===== src/design/channel_remap_table_builder_top_defines.svh =====
// Assertion macros for the channel remap table builder.
`ifndef CHANNEL_REMAP_TABLE_BUILDER_TOP_DEFINES_SVH
`define CHANNEL_REMAP_TABLE_BUILDER_TOP_DEFINES_SVH

`ifndef SYNTH

// Same-cycle implication, checked out of reset.
`define CRTB_ASSERT_IMPL(label, ante, cons) \
	label: assert property (@(posedge clk) disable iff (!arst_n) (ante) |-> (cons)) \
		else $error("crtb assertion failed");

// Next-cycle implication, checked out of reset.
`define CRTB_ASSERT_NEXT(label, ante, cons) \
	label: assert property (@(posedge clk) disable iff (!arst_n) (ante) |=> (cons)) \
		else $error("crtb assertion failed");

`else

`define CRTB_ASSERT_IMPL(label, ante, cons)
`define CRTB_ASSERT_NEXT(label, ante, cons)

`endif

`endif


===== src/design/crtb_pkg.sv =====
// Shared types and constants of the channel remap table builder.
`timescale 1ns / 1ps

package crtb_pkg;

	localparam int MAX_CHANNELS_DEF   = 8;
	localparam int PLACEMENT_BITS_DEF = 18;
	localparam int FIELD_W            = 18;
	localparam int OUT_W              = 3;

	typedef enum logic [2:0] {
		ST_OK          = 3'd0,
		ST_SRC_UNKNOWN = 3'd1,
		ST_TGT_UNKNOWN = 3'd2,
		ST_DUP_SOURCE  = 3'd3,
		ST_TGT_MISSING = 3'd4,
		ST_TOO_MANY    = 3'd5
	} status_t;

	typedef enum logic [1:0] {
		S_IDLE,
		S_CHECK,
		S_EMIT
	} state_t;

	typedef struct packed {
		logic [FIELD_W-1:0] source_placement;
		logic [FIELD_W-1:0] target_placement;
		logic               last;
	} in_item_t;

	typedef struct packed {
		logic [OUT_W-1:0] target_slot;
		logic [OUT_W-1:0] source_index;
		status_t          status;
		logic             end_of_table;
	} out_item_t;

	// Controls from the sequencer to every cell.
	typedef struct packed {
		logic load;
		logic shift;
	} cell_ctl_t;

	// Match summary rippled from cell to cell.
	typedef struct packed {
		logic hit;
		logic dup;
		logic src_unk;
	} link_t;

endpackage


===== src/design/channel_remap_table_builder_top.sv =====
// Top level of the channel remap table builder: config register, cell row and sequencer.
`timescale 1ns / 1ps
// Usage:
// Raise start with one channel word on item (source code, target code, last) while
// busy is low; the word is taken at that clock edge. Words without last leave busy
// low and are stored in the next free cell; words past MAX_CHANNELS are dropped and
// turn the table into a too-many error.
// On the word with last, busy rises. The check walks the target codes through the cell
// row, one slot per cycle, and stops early on an error. A clean table then goes out
// one word per cycle, one word per stored channel; result words are registered and
// appear in the cycle after the one that formed them. The block takes a new word once
// busy is low again. An error gives a single word with end_of_table set.
// Each result word is valid for the one cycle that result_strobe is high; the receiver
// cannot stall. The user must assert cfg_we to write unknown_code only while the block
// is idle; the block itself does not enforce it.
// Reset clears the fill count, the sequencer and unknown_code; no word is pending after.

module channel_remap_table_builder_top import crtb_pkg::*; #(
	parameter int MAX_CHANNELS   = MAX_CHANNELS_DEF,
	parameter int PLACEMENT_BITS = PLACEMENT_BITS_DEF
) (
	input  logic               clk,
	input  logic               arst_n,
	input  logic               start,
	output logic               busy,
	input  in_item_t           item,
	input  logic               cfg_we,
	input  logic [FIELD_W-1:0] cfg_wdata,
	output logic               result_strobe,
	output out_item_t          result
);

	localparam int IDX_W = (MAX_CHANNELS > 1) ? $clog2(MAX_CHANNELS) : 1;
	localparam int CNT_W = $clog2(MAX_CHANNELS + 1);

	logic [FIELD_W-1:0]        unknown_q;
	logic [PLACEMENT_BITS-1:0] unk_code;
	logic [PLACEMENT_BITS-1:0] src_code;
	logic [PLACEMENT_BITS-1:0] tgt_code;
	cell_ctl_t                 ctl;
	logic [CNT_W-1:0]          count;
	logic [PLACEMENT_BITS-1:0] tgt_chain [MAX_CHANNELS+1];
	link_t                     link_chain [MAX_CHANNELS+1];
	logic [IDX_W-1:0]          idx_chain [MAX_CHANNELS+1];

	always_ff @(posedge clk or negedge arst_n) begin
		if (!arst_n) begin
			unknown_q <= '0;
		end else if (cfg_we) begin
			unknown_q <= cfg_wdata;
		end
	end

	assign unk_code = PLACEMENT_BITS'(unknown_q);
	assign src_code = PLACEMENT_BITS'(item.source_placement);
	assign tgt_code = PLACEMENT_BITS'(item.target_placement);

	assign tgt_chain[MAX_CHANNELS] = '0;
	assign link_chain[0]           = '0;
	assign idx_chain[0]            = '0;

	for (genvar i = 0; i < MAX_CHANNELS; i++) begin : g_cell
		crtb_cell #(
			.CELL_INDEX     (i),
			.PLACEMENT_BITS (PLACEMENT_BITS),
			.IDX_W          (IDX_W),
			.CNT_W          (CNT_W)
		) u_cell (
			.clk       (clk),
			.ctl       (ctl),
			.wr_ptr    (count),
			.count     (count),
			.src_code  (src_code),
			.tgt_code  (tgt_code),
			.unk_code  (unk_code),
			.probe     (tgt_chain[0]),
			.tgt_right (tgt_chain[i+1]),
			.tgt_out   (tgt_chain[i]),
			.link_in   (link_chain[i]),
			.idx_in    (idx_chain[i]),
			.link_out  (link_chain[i+1]),
			.idx_out   (idx_chain[i+1])
		);
	end

	crtb_ctrl #(
		.MAX_CHANNELS   (MAX_CHANNELS),
		.PLACEMENT_BITS (PLACEMENT_BITS),
		.IDX_W          (IDX_W),
		.CNT_W          (CNT_W)
	) u_ctrl (
		.clk           (clk),
		.arst_n        (arst_n),
		.start         (start),
		.item_last     (item.last),
		.busy          (busy),
		.ctl           (ctl),
		.count         (count),
		.unk_code      (unk_code),
		.probe         (tgt_chain[0]),
		.chain_link    (link_chain[MAX_CHANNELS]),
		.chain_idx     (idx_chain[MAX_CHANNELS]),
		.result_strobe (result_strobe),
		.result        (result)
	);

endmodule


===== src/design/crtb_cell.sv =====
// One channel cell: holds a source and a target code and joins the match ripple.
`timescale 1ns / 1ps

module crtb_cell import crtb_pkg::*; #(
	parameter int CELL_INDEX     = 0,
	parameter int PLACEMENT_BITS = PLACEMENT_BITS_DEF,
	parameter int IDX_W          = 3,
	parameter int CNT_W          = 4
) (
	input  logic                      clk,
	input  cell_ctl_t                 ctl,
	input  logic [CNT_W-1:0]          wr_ptr,
	input  logic [CNT_W-1:0]          count,
	input  logic [PLACEMENT_BITS-1:0] src_code,
	input  logic [PLACEMENT_BITS-1:0] tgt_code,
	input  logic [PLACEMENT_BITS-1:0] unk_code,
	input  logic [PLACEMENT_BITS-1:0] probe,
	input  logic [PLACEMENT_BITS-1:0] tgt_right,
	output logic [PLACEMENT_BITS-1:0] tgt_out,
	input  link_t                     link_in,
	input  logic [IDX_W-1:0]          idx_in,
	output link_t                     link_out,
	output logic [IDX_W-1:0]          idx_out
);

	logic [PLACEMENT_BITS-1:0] src_q;
	logic [PLACEMENT_BITS-1:0] tgt_q;
	logic                      mine;
	logic                      valid;
	logic                      match;
	logic                      unk;

	assign mine  = (wr_ptr == CNT_W'(CELL_INDEX));
	assign valid = (CNT_W'(CELL_INDEX) < count);
	assign match = valid && (src_q == probe);
	assign unk   = valid && (src_q == unk_code);

	// Targets walk toward cell zero during the check, one slot per cycle.
	always_ff @(posedge clk) begin
		if (ctl.load && mine) begin
			src_q <= src_code;
			tgt_q <= tgt_code;
		end else if (ctl.shift) begin
			tgt_q <= tgt_right;
		end
	end

	assign tgt_out = tgt_q;

	// First matching source wins; a second one flags a duplicate.
	always_comb begin
		link_out.hit     = link_in.hit | match;
		link_out.dup     = link_in.dup | (link_in.hit & match);
		link_out.src_unk = link_in.src_unk | unk;
		idx_out          = (match && !link_in.hit) ? IDX_W'(CELL_INDEX) : idx_in;
	end

endmodule


===== src/design/crtb_ctrl.sv =====
// Sequencer of the table builder: fill count, slot walk, map store and result register.
`timescale 1ns / 1ps
`include "channel_remap_table_builder_top_defines.svh"

module crtb_ctrl import crtb_pkg::*; #(
	parameter int MAX_CHANNELS   = MAX_CHANNELS_DEF,
	parameter int PLACEMENT_BITS = PLACEMENT_BITS_DEF,
	parameter int IDX_W          = 3,
	parameter int CNT_W          = 4
) (
	input  logic                      clk,
	input  logic                      arst_n,
	input  logic                      start,
	input  logic                      item_last,
	output logic                      busy,
	output cell_ctl_t                 ctl,
	output logic [CNT_W-1:0]          count,
	input  logic [PLACEMENT_BITS-1:0] unk_code,
	input  logic [PLACEMENT_BITS-1:0] probe,
	input  link_t                     chain_link,
	input  logic [IDX_W-1:0]          chain_idx,
	output logic                      result_strobe,
	output out_item_t                 result
);

	state_t           state_q;
	state_t           state_d;
	logic [CNT_W-1:0] count_q;
	logic             overflow_q;
	logic [IDX_W-1:0] slot_q;
	logic             missing_q;
	logic [IDX_W-1:0] map_q [MAX_CHANNELS];
	logic             strobe_q;
	out_item_t        result_q;

	logic             accept;
	logic             room;
	logic             last_slot;
	logic             miss_any;
	status_t          check_err;
	logic             strobe_d;
	out_item_t        result_d;

	assign accept    = start && (state_q == S_IDLE);
	assign room      = (count_q != CNT_W'(MAX_CHANNELS));
	assign last_slot = ((CNT_W'(slot_q) + CNT_W'(1)) == count_q);
	assign miss_any  = missing_q || !chain_link.hit;

	// Error priority for the slot now at the head of the chain.
	always_comb begin
		if (overflow_q) begin
			check_err = ST_TOO_MANY;
		end else if (chain_link.src_unk) begin
			check_err = ST_SRC_UNKNOWN;
		end else if (probe == unk_code) begin
			check_err = ST_TGT_UNKNOWN;
		end else if (chain_link.dup) begin
			check_err = ST_DUP_SOURCE;
		end else begin
			check_err = ST_OK;
		end
	end

	always_comb begin
		state_d = state_q;
		unique case (state_q)
			S_IDLE: begin
				if (accept && item_last) begin
					state_d = S_CHECK;
				end
			end
			S_CHECK: begin
				if (check_err != ST_OK) begin
					state_d = S_IDLE;
				end else if (last_slot) begin
					state_d = miss_any ? S_IDLE : S_EMIT;
				end
			end
			S_EMIT: begin
				if (last_slot) begin
					state_d = S_IDLE;
				end
			end
			default: state_d = S_IDLE;
		endcase
	end

	always_comb begin
		ctl.load  = 1'b0;
		ctl.shift = 1'b0;
		strobe_d  = 1'b0;
		result_d  = '{target_slot: '0, source_index: '0, status: ST_OK, end_of_table: 1'b1};
		unique case (state_q)
			S_IDLE: begin
				ctl.load = accept && room;
			end
			S_CHECK: begin
				ctl.shift = 1'b1;
				if (check_err != ST_OK) begin
					strobe_d        = 1'b1;
					result_d.status = check_err;
				end else if (last_slot && miss_any) begin
					strobe_d        = 1'b1;
					result_d.status = ST_TGT_MISSING;
				end
			end
			S_EMIT: begin
				strobe_d              = 1'b1;
				result_d.target_slot  = OUT_W'(slot_q);
				result_d.source_index = OUT_W'(map_q[slot_q]);
				result_d.end_of_table = last_slot;
			end
			default: begin
				ctl.load = 1'b0;
			end
		endcase
	end

	always_ff @(posedge clk or negedge arst_n) begin
		if (!arst_n) begin
			state_q    <= S_IDLE;
			count_q    <= '0;
			overflow_q <= 1'b0;
			slot_q     <= '0;
			missing_q  <= 1'b0;
			strobe_q   <= 1'b0;
		end else begin
			state_q  <= state_d;
			strobe_q <= strobe_d;
			if (accept) begin
				if (room) begin
					count_q <= count_q + CNT_W'(1);
				end else begin
					overflow_q <= 1'b1;
				end
				slot_q    <= '0;
				missing_q <= 1'b0;
			end else if (state_q == S_CHECK) begin
				missing_q <= miss_any;
				slot_q    <= last_slot ? '0 : slot_q + IDX_W'(1);
			end else if (state_q == S_EMIT) begin
				slot_q <= slot_q + IDX_W'(1);
			end
			// Drop the lists once the table or the error has gone out.
			if (state_q != S_IDLE && state_d == S_IDLE) begin
				count_q    <= '0;
				overflow_q <= 1'b0;
			end
		end
	end

	always_ff @(posedge clk) begin
		if (state_q == S_CHECK) begin
			map_q[slot_q] <= chain_idx;
		end
		result_q <= result_d;
	end

	assign busy          = (state_q != S_IDLE);
	assign count         = count_q;
	assign result_strobe = strobe_q;
	assign result        = result_q;

	`CRTB_ASSERT_IMPL(a_err_ends_table, strobe_q && result_q.status != ST_OK, result_q.end_of_table)
	`CRTB_ASSERT_IMPL(a_overflow_full, overflow_q, count_q == CNT_W'(MAX_CHANNELS))
	`CRTB_ASSERT_NEXT(a_emit_done, state_q == S_EMIT && last_slot, state_q == S_IDLE)
	`CRTB_ASSERT_IMPL(a_strobe_source, strobe_q, $past(state_q) == S_CHECK || $past(state_q) == S_EMIT)

endmodule

===== config.mk =====
export PLATFORM = sky130hd
export DESIGN_NAME = channel_remap_table_builder_top
export DESIGN_NICKNAME = d
export VERILOG_FILES = /design/src/design/crtb_pkg.sv /design/src/design/channel_remap_table_builder_top.sv /design/src/design/crtb_cell.sv /design/src/design/crtb_ctrl.sv
export VERILOG_INCLUDE_DIRS = /design/src /design/src/design
export SDC_FILE = /design/constraint.sdc
export NUM_CORES = 1
export LEC_CHECK = 0
export ABC_AREA = 0
export BUFFER_PORTS_ARGS = -buffer_cell sky130_fd_sc_hd__buf_4
export CORE_ASPECT_RATIO = 0.8
export CORE_MARGIN = 10
export CORE_UTILIZATION = 35
export CTS_CLUSTER_SIZE = 24
export DETAILED_ROUTE_END_ITERATION = 7
export HOLD_SLACK_MARGIN = 0.15
export PLACE_DENSITY = 0.51
export SLEW_MARGIN = 10
export SYNTH_ARGS = -nofsm -noshare
export SYNTH_HDL_FRONTEND = slang
export SYNTH_SLANG_ARGS = --single-unit

===== constraint.sdc =====
create_clock -name clk -period 5.5 [get_ports clk]
set_input_delay 1.1 -clock clk [delete_from_list [all_inputs] [get_ports clk]]
set_output_delay 1.1 -clock clk [all_outputs]
set_load 0.01 [all_outputs]

Yosys cells after proc, flatten, opt, wreduce, memory -nomap -nowiden
Memories as Yosys holds them, arrays and structs flattened. A register that Yosys moved wholly into a read port is not among the register bits.
Cells that the tools add are included.
{ "totals": {"register_bits": 325, "ramBits": 24, "input_bits": 59, "wordCells": 212, "mem_count": 1} }
{ "op_classes": {"n_addsub": 3, "order_cmp": 8, "eq_ne": 29, "n_mux": 53, "bitwise": 27, "n_reduce_logical": 65} }
{ "memory_table": {"columns": ["memory", "words", "word_bits", "read_ports", "rd_ports_with_merged_regs", "wr", "line_no", "text"], "rows": [
  ["u_ctrl.map_q", 8, 3, 1, 1, 1, "crtb_ctrl.sv:32", "logic [IDX_W-1:0] map_q [MAX_CHANNELS];"]
]} }
{ "ops": {"columns": ["op", "count"], "rows": [
  ["$eq 18x18->1", 17],
  ["$mux 18", 16],
  ["$mux 3", 13],
  ["$logic_and 1x1->1", 36],
  ["$reduce_bool 2->1", 12],
  ["$or 1x1->1", 20],
  ["$eq 4x3->1 const B", 4],
  ["$lt 3x4->1 const A", 4],
  ["$mux 2", 8],
  ["$mux 4", 3],
  ["$mux 1", 11],
  ["$logic_not 1->1", 9],
  ["$eq 4x2->1 const B", 2],
  ["$lt 1x4->1 const A", 2],
  ["$lt 2x4->1 const A", 2],
  ["$and 1x1->1", 7],
  ["$pmux 2 s3", 1],
  ["$reduce_bool 3->1", 2],
  ["$add 3x1->4 const B", 1],
  ["$add 4x1->4 const B", 1],
  ["$eq 4x1->1 const B", 1],
  ["$eq 4x4->1", 1],
  ["$logic_not 2->1", 2],
  ["$logic_not 4->1", 1],
  ["other kinds (8)", 9]
]} }

Longest topological paths before layout
{ "logic_depth": {"word_depth": 21, "ltp_mapped": 11, "mapped_depth_nobuf": 11} }

Hierarchy
Synthesis repeated with hierarchy kept, for this count alone.
{ "unflattened": {"hier_cells": 1177, "hier_area_um2": 17334.1} }
{ "modules_own_cells": {"columns": ["mod", "instances", "cells_per_inst", "area_per_inst_um2"], "rows": [
  ["crtb_cell at g_cell[1].u_cell ...", 2, 118, 1780.5],
  ["crtb_ctrl", 1, 189, 2272.2],
  ["crtb_cell at g_cell[2].u_cell", 1, 118, 1879.3],
  ["crtb_cell at g_cell[7].u_cell", 1, 120, 1793.0],
  ["crtb_cell at g_cell[5].u_cell", 1, 119, 1784.2],
  ["crtb_cell at g_cell[4].u_cell", 1, 119, 1776.7],
  ["crtb_cell at g_cell[0].u_cell", 1, 118, 1775.5],
  ["crtb_cell at g_cell[3].u_cell", 1, 119, 1766.7],
  ["channel_remap_table_builder_top", 1, 39, 725.7]
]} }

Worst setup path before layout
Ideal clock, no wire load.
{ "synth_path": {"kind": "input -> register", "start": "input port start", "end": "register g_cell[5].u_cell.tgt_q[0], enable pin", "t_arrival_ns": 2.971, "t_required_ns": 5.160, "path_slack_ns": 2.189, "stages": 6, "n_path_buf": 2, "cell_sequence": "and2_1 -> clkbuf_1 -> nand2_1 -> nor4_1 -> clkbuf_1 -> or2_2"} }
{ "synth_via": {"elab_chain_cells": 5} }
{ "synth_rtl": {"columns": ["item", "line_no", "text"], "rows": [
  ["start, declared", "channel_remap_table_builder_top.sv:24", "input logic start,"],
  ["$logic_and 1x1->1", "crtb_ctrl.sv:44", "assign accept = start && (state_q == S_IDLE);"],
  ["$logic_and 1x1->1", "crtb_ctrl.sv:95", "ctl.load = accept && room;"],
  ["$mux 1", "crtb_ctrl.sv:93", "unique case (state_q)"],
  ["$logic_and 1x1->1", "crtb_cell.sv:40", "if (ctl.load && mine) begin"],
  ["$reduce_bool 2->1 (no line)", null, null],
  ["end signal, assigned", "crtb_cell.sv:42", "tgt_q <= tgt_code;"],
  ["end signal, assigned", "crtb_cell.sv:44", "tgt_q <= tgt_right;"],
  ["end, declared", "crtb_cell.sv:27", "logic [PLACEMENT_BITS-1:0] tgt_q;"]
]} }
No other way between the ends.
A chain may end at the register's enable or synchronous reset.

Final worst setup path
{ "layout_path": {"start": "register g_cell[0].u_cell.tgt_q[13]", "end": "register u_ctrl.count_q[1], in the netlist u_ctrl.count[1]"} }
{ "layout_via": {"elab_chain_cells": 21} }
{ "layout_rtl": {"columns": ["item", "line_no", "text"], "rows": [
  ["start, declared", "crtb_cell.sv:27", null],
  ["start signal, assigned", "crtb_cell.sv:42", null],
  ["start signal, assigned", "crtb_cell.sv:44", null],
  ["$eq 18x18->1", "crtb_cell.sv:35", "assign match = valid && (src_q == probe);"],
  ["$logic_and 1x1->1", "crtb_cell.sv:35", null],
  ["$or 1x1->1", "crtb_cell.sv:52", "link_out.hit = link_in.hit | match;"],
  ["$and 1x1->1 or $or 1x1->1 (tied branches)", "crtb_cell.sv:53, crtb_cell.sv:52", null],
  ["$or 1x1->1, or another cell as far along (4 in series)", "crtb_cell.sv:53", "link_out.dup = link_in.dup | (link_in.hit & match);"],
  ["$or 1x1->1 or $and 1x1->1 (tied branches)", "crtb_cell.sv:53", null],
  ["$or 1x1->1", "crtb_cell.sv:53", null],
  ["$mux 2", "crtb_ctrl.sv:57", "end else if (chain_link.dup) begin"],
  ["[2 not listed]", null, null],
  ["$mux 3", "crtb_ctrl.sv:51", "if (overflow_q) begin"],
  ["$reduce_bool 3->1", "crtb_ctrl.sv:73", "if (check_err != ST_OK) begin"],
  ["$mux 2 *", "crtb_ctrl.sv:73", null],
  ["$pmux 2 s3 *", "crtb_ctrl.sv:66", "unique case (state_q)"],
  ["$logic_not 2->1 *", "crtb_ctrl.sv:145", "if (state_q != S_IDLE && state_d == S_IDLE) begin"],
  ["$logic_and 1x1->1 *", "crtb_ctrl.sv:145", null],
  ["$reduce_bool 2->1 (no line)", null, null],
  ["$reduce_and 2->1 (no line)", null, null],
  ["end signal, assigned", "crtb_ctrl.sv:132", "count_q <= count_q + CNT_W'(1);"],
  ["end, declared", "crtb_ctrl.sv:28", "logic [CNT_W-1:0] count_q;"]
]} }
Every way passes the cells marked *; elsewhere a longest branch is shown, timed or not.

==> load_flow_metrics.sql <==
INSERT INTO impl_metrics (metric_group, metric, value, unit) VALUES
('power', 'peakVddDrop', '0.2570', 'mV'),
('power', 'leakagePower', '6.830', 'nW'),
('cts', 'post_cts_buffers', '0', ''),
('timing', 'hold_slack', '0.4488', 'ns'),
('drt', 'wl_per_cell', '24.99', 'µm'),
('drt', 'via_count', '10100', ''),
('timing', 'setup_total_negative_slack', '0', 'ns'),
('die', 'design.portCount', '71', ''),
('synthesis', 'synth.yosys.seq_area_share', '0.6078', ''),
('synthesis', 'async_flop_share', '0.08523', ''),
('power', 'p_switching', '3.008', 'mW'),
('global_route', 'first_global_vias', '9933', ''),
('final_layout', 'diodes', '0', ''),
('timing', 'fmax', '276.6', 'MHz'),
('cts', 'h-tree-depth', '2', ''),
('worst_setup_path', 'cpPeakStageDelay', '0.84', 'ns'),
('synthesis', 'synth_top_area_share', '0.5518', ''),
('timing', 'setup_slack', '1.885', 'ns'),
('synthesis', 'synth_flop_cell', 'sky130_fd_sc_hd__edfxtp_1', ''),
('worst_setup_path', 'cp_depth', '9', ''),
('die', 'die_height', '217.0', 'µm'),
('power', 'pwr_density_cell', '480.9', 'nW/µm²'),
('cts', 'ctsHoldBuffers', '0', ''),
('worst_setup_path', 'cp.required', '5.93', 'ns'),
('min_path', 'timing.hold.worst.class', 'in -> async', ''),
('global_route', 'grt_overflow', '0', ''),
('cts', 'cts_buffers', '40', ''),
('synthesis', 'synthesis.nets', '1280', ''),
('worst_setup_path', 'critical_path.n_buffers_inverters', '0', ''),
('synthesis', 'ys_types', '59', ''),
('timing', 'final_hold_viol_count', '0', ''),
('die', 'fp.dieArea', '57780', 'µm²'),
('worst_setup_path', 'kind_of_critical_path', 'reg -> reg', ''),
('global_route', 'antenna_found_initial', '2', ''),
('worst_setup_path', 'worstSetupEndpointType', 'register', ''),
('job', 'maxCapViolations', '0', ''),
('timing', 'rsz0062_at_grt', 'no', ''),
('worst_setup_path', 'critical_path.startpoint', 'g_cell[0].u_cell.tgt_out[13]$_DFFE_PP_', ''),
('die', 'core_footprint', '48200', 'µm²'),
('cts', 'cts_max_path_buffers', '3', ''),
('final_layout', 'syn2layout_area_growth', '14.49', '%'),
('worst_setup_path', 'path_delay_family', 'simple AND/OR/NAND/NOR gates', ''),
('timing', 'tightestPinTransition', '1.186', 'ns'),
('power', 'power_switching_share', '0.3217', ''),
('timing', 'finalClockSkew', '0.01769', 'ns'),
('placement', 'final_estimated_routing_congestion_in_global_placement', '0.8494', ''),
('synthesis', 'netlist_area', '16980', 'µm²'),
('synthesis', 'synthesis.area_per_instance', '14.00', 'µm²'),
('cts', 'clock_latency', '0.58', 'ns'),
('worst_setup_path', 'critical-path-slowest-cell', 'sky130_fd_sc_hd__nor3_1', ''),
('drt', 'antenna_left', '0', ''),
('die', 'chipWidth', '266.3', 'µm'),
('power', 'p_seq_frac', '0.466', ''),
('cts', 'cts.sinks', '352', ''),
('worst_setup_path', 'crit_path_start_kind', 'register', ''),
('power', 'p_comb_frac', '0.250', ''),
('timing', 'slew-limit-headroom', '0.2073', ''),
('global_route', 'grtUsageTotal', '0.1670', ''),
('timing', 'final.period_utilization', '0.6573', ''),
('global_route', 'first_pass_grt_wire_length', '70690', 'µm'),
('drt', 'detail_route.wirelength', '48700', 'µm'),
('status', 'status', 'completed', ''),
('power', 'internal-power', '6.342', 'mW'),
('worst_setup_path', 'sequence_of_cells_on_the_critical_path', 'xor2_1 -> nor4_1 -> nand3_1 -> nor3_1 -> nor2_1 -> a41o_1 -> o21a_1 -> a32oi_2 -> a221oi_1', ''),
('synthesis', 'total_of_flip_flops_plus_latches_after_synthesis', '352', ''),
('drt', 'drt-vias-per-instance', '5.184', ''),
('synthesis', 'yosysWarningCount', '0', ''),
('synthesis', 'post_synth_main_area_contributors', 'sky130_fd_sc_hd__edfxtp_1 55%, sky130_fd_sc_hd__xor2_1 9.6%, sky130_fd_sc_hd__mux2_2 8.4%', ''),
('worst_setup_path', 'ff_to_ff_path_depth', '9', ''),
('power', 'post-layout-total-power', '9.350', 'mW'),
('final_layout', 'drive_above_1_share', '0.2295', '');
-- flip-flops by register name, summed over array words and instances, names as in the netlist, 2 cells and up --
name / flops
g_cell.u_cell.src_q: 144
g_cell.u_cell.tgt_out: 144
u_ctrl.count: 4
u_ctrl.map_q: 24
u_ctrl.result: 10
u_ctrl.slot_q: 3
u_ctrl.state_q: 2
unk_code: 18
-- worst paths after layout --
check	end	slack, ns
hold reg to reg	g_cell[1].u_cell.tgt_out[11]$_DFFE_PP_	0.52
hold / removal	unk_code[13]$_DFFE_PN0P_	0.45
min in group clk	g_cell[1].u_cell.tgt_out[11]$_DFFE_PP_	0.52
max in group asynchronous	u_ctrl.count[0]$_DFFE_PN0P_	4.75
setup / recovery	u_ctrl.count[1]$_DFFE_PN0P_	1.88
setup reg to reg	u_ctrl.count[1]$_DFFE_PN0P_	1.88
-- logic make-up (layout without fill, tap and decap cells) --
family | Yosys count | in the layout | synth area share
DFF | 352 | 352 | 0.6078
xor gates and xnor gates | 310 | 310 | 0.1599
and+or+nand+nor | 274 | 274 | 0.08673
muxes | 139 | 139 | 0.09277
buffers and inverters | 76 | 183 | 0.02373
AOI/OAI and AO/OA | 53 | 53 | 0.02262
adders and majority gates | 9 | 9 | 0.006485
-- synthesized netlist by cell type (3+ instances only) --
library cell                 n
sky130_fd_sc_hd__nor2_1     30
sky130_fd_sc_hd__mux2_2    127
sky130_fd_sc_hd__nor3_1     23
sky130_fd_sc_hd__ha_1        8
sky130_fd_sc_hd__a21oi_1    12
sky130_fd_sc_hd__nand4_1    31
sky130_fd_sc_hd__nand2b_1    4
sky130_fd_sc_hd__clkbuf_1   22
sky130_fd_sc_hd__o21a_1      5
sky130_fd_sc_hd__edfxtp_1  312
sky130_fd_sc_hd__xnor2_1   123
sky130_fd_sc_hd__buf_2      19
sky130_fd_sc_hd__nand3_1    20
sky130_fd_sc_hd__dfxtp_1    10
sky130_fd_sc_hd__or3_1       3
sky130_fd_sc_hd__mux2i_1    10
sky130_fd_sc_hd__buf_4      13
sky130_fd_sc_hd__a211oi_1    3
sky130_fd_sc_hd__dfrtp_1    30
sky130_fd_sc_hd__or2_2       6
sky130_fd_sc_hd__buf_6       6
sky130_fd_sc_hd__and2_1     23
sky130_fd_sc_hd__nor4_1     41
sky130_fd_sc_hd__nand2_1    76
sky130_fd_sc_hd__inv_1      12
sky130_fd_sc_hd__nor4_2      3
sky130_fd_sc_hd__xor2_1    187
sky130_fd_sc_hd__o21ai_0    10
sky130_fd_sc_hd__o22ai_1     5
-- cells in the final DEF, fill, tap and decap left out, drive strengths merged, types with 30 or more instances in the layout --
master,instances
xnor2,123
xor2,187
clkbuf,50
nor4,46
nand2,76
nand4,31
dfrtp,30
edfxtp,312
buf,96
nor2,30
mux2,127
-- layer usage --
layer / vias up / routed length (µm) / global-route usage
li1: 4530 / - / -
met1: 5100 / 22560 / 0.2408
met2: 395 / 20820 / 0.2447
met3: 79 / 4040 / 0.03629
met4: 0 / 1275 / 0.05420
met5: - / 0 / 0
-- cell type report --
| class | count | area (µm²) | share of cell area |
|---|---|---|---|
| sequential | 352 | 10320 | 0.5308 |
| multi-input combinational | 785 | 6287 | 0.3234 |
| clock buffer | 50 | 1090 | 0.05606 |
| tap | 629 | 787.0 | 0.04048 |
| timing repair buffer | 96 | 720.7 | 0.03707 |
| clock inverter | 23 | 183.9 | 0.009461 |
| inverter | 14 | 52.55 | 0.002703 |
-- worst register-to-register path, delay by kind of cell (launching register included) --
family                    cells  cell delay, ns
xor gates and xnor gates      1            0.25
AOI/OAI and AO/OA             4            0.93
DFF                           1            0.67
and+or+nand+nor               4            1.61
-- power groups by stage --
stage               clock network [mW]  registers (mW)  logic [mW]
floorplan                            0            4.01        1.90
global placement                     0            4.41        2.35
detailed placement                   0            4.41        2.34
CTS                               2.71            4.36        2.36
global route                      2.81            4.42        2.55
finish                            2.65            4.36        2.34
-- metrics by stage --
stage	instances	instance area, µm²	utilization
2_1_floorplan	1213	16980	-
3_3_place_gp	1876	18170	0.3769
3_5_place_dp	1876	18170	0.3769
4_1_cts	1949	19440	0.4034
5_1_grt	1949	19440	0.4034
6_report	1949	19440	0.4034
Note: power is estimated with default switching activity, not from simulation.
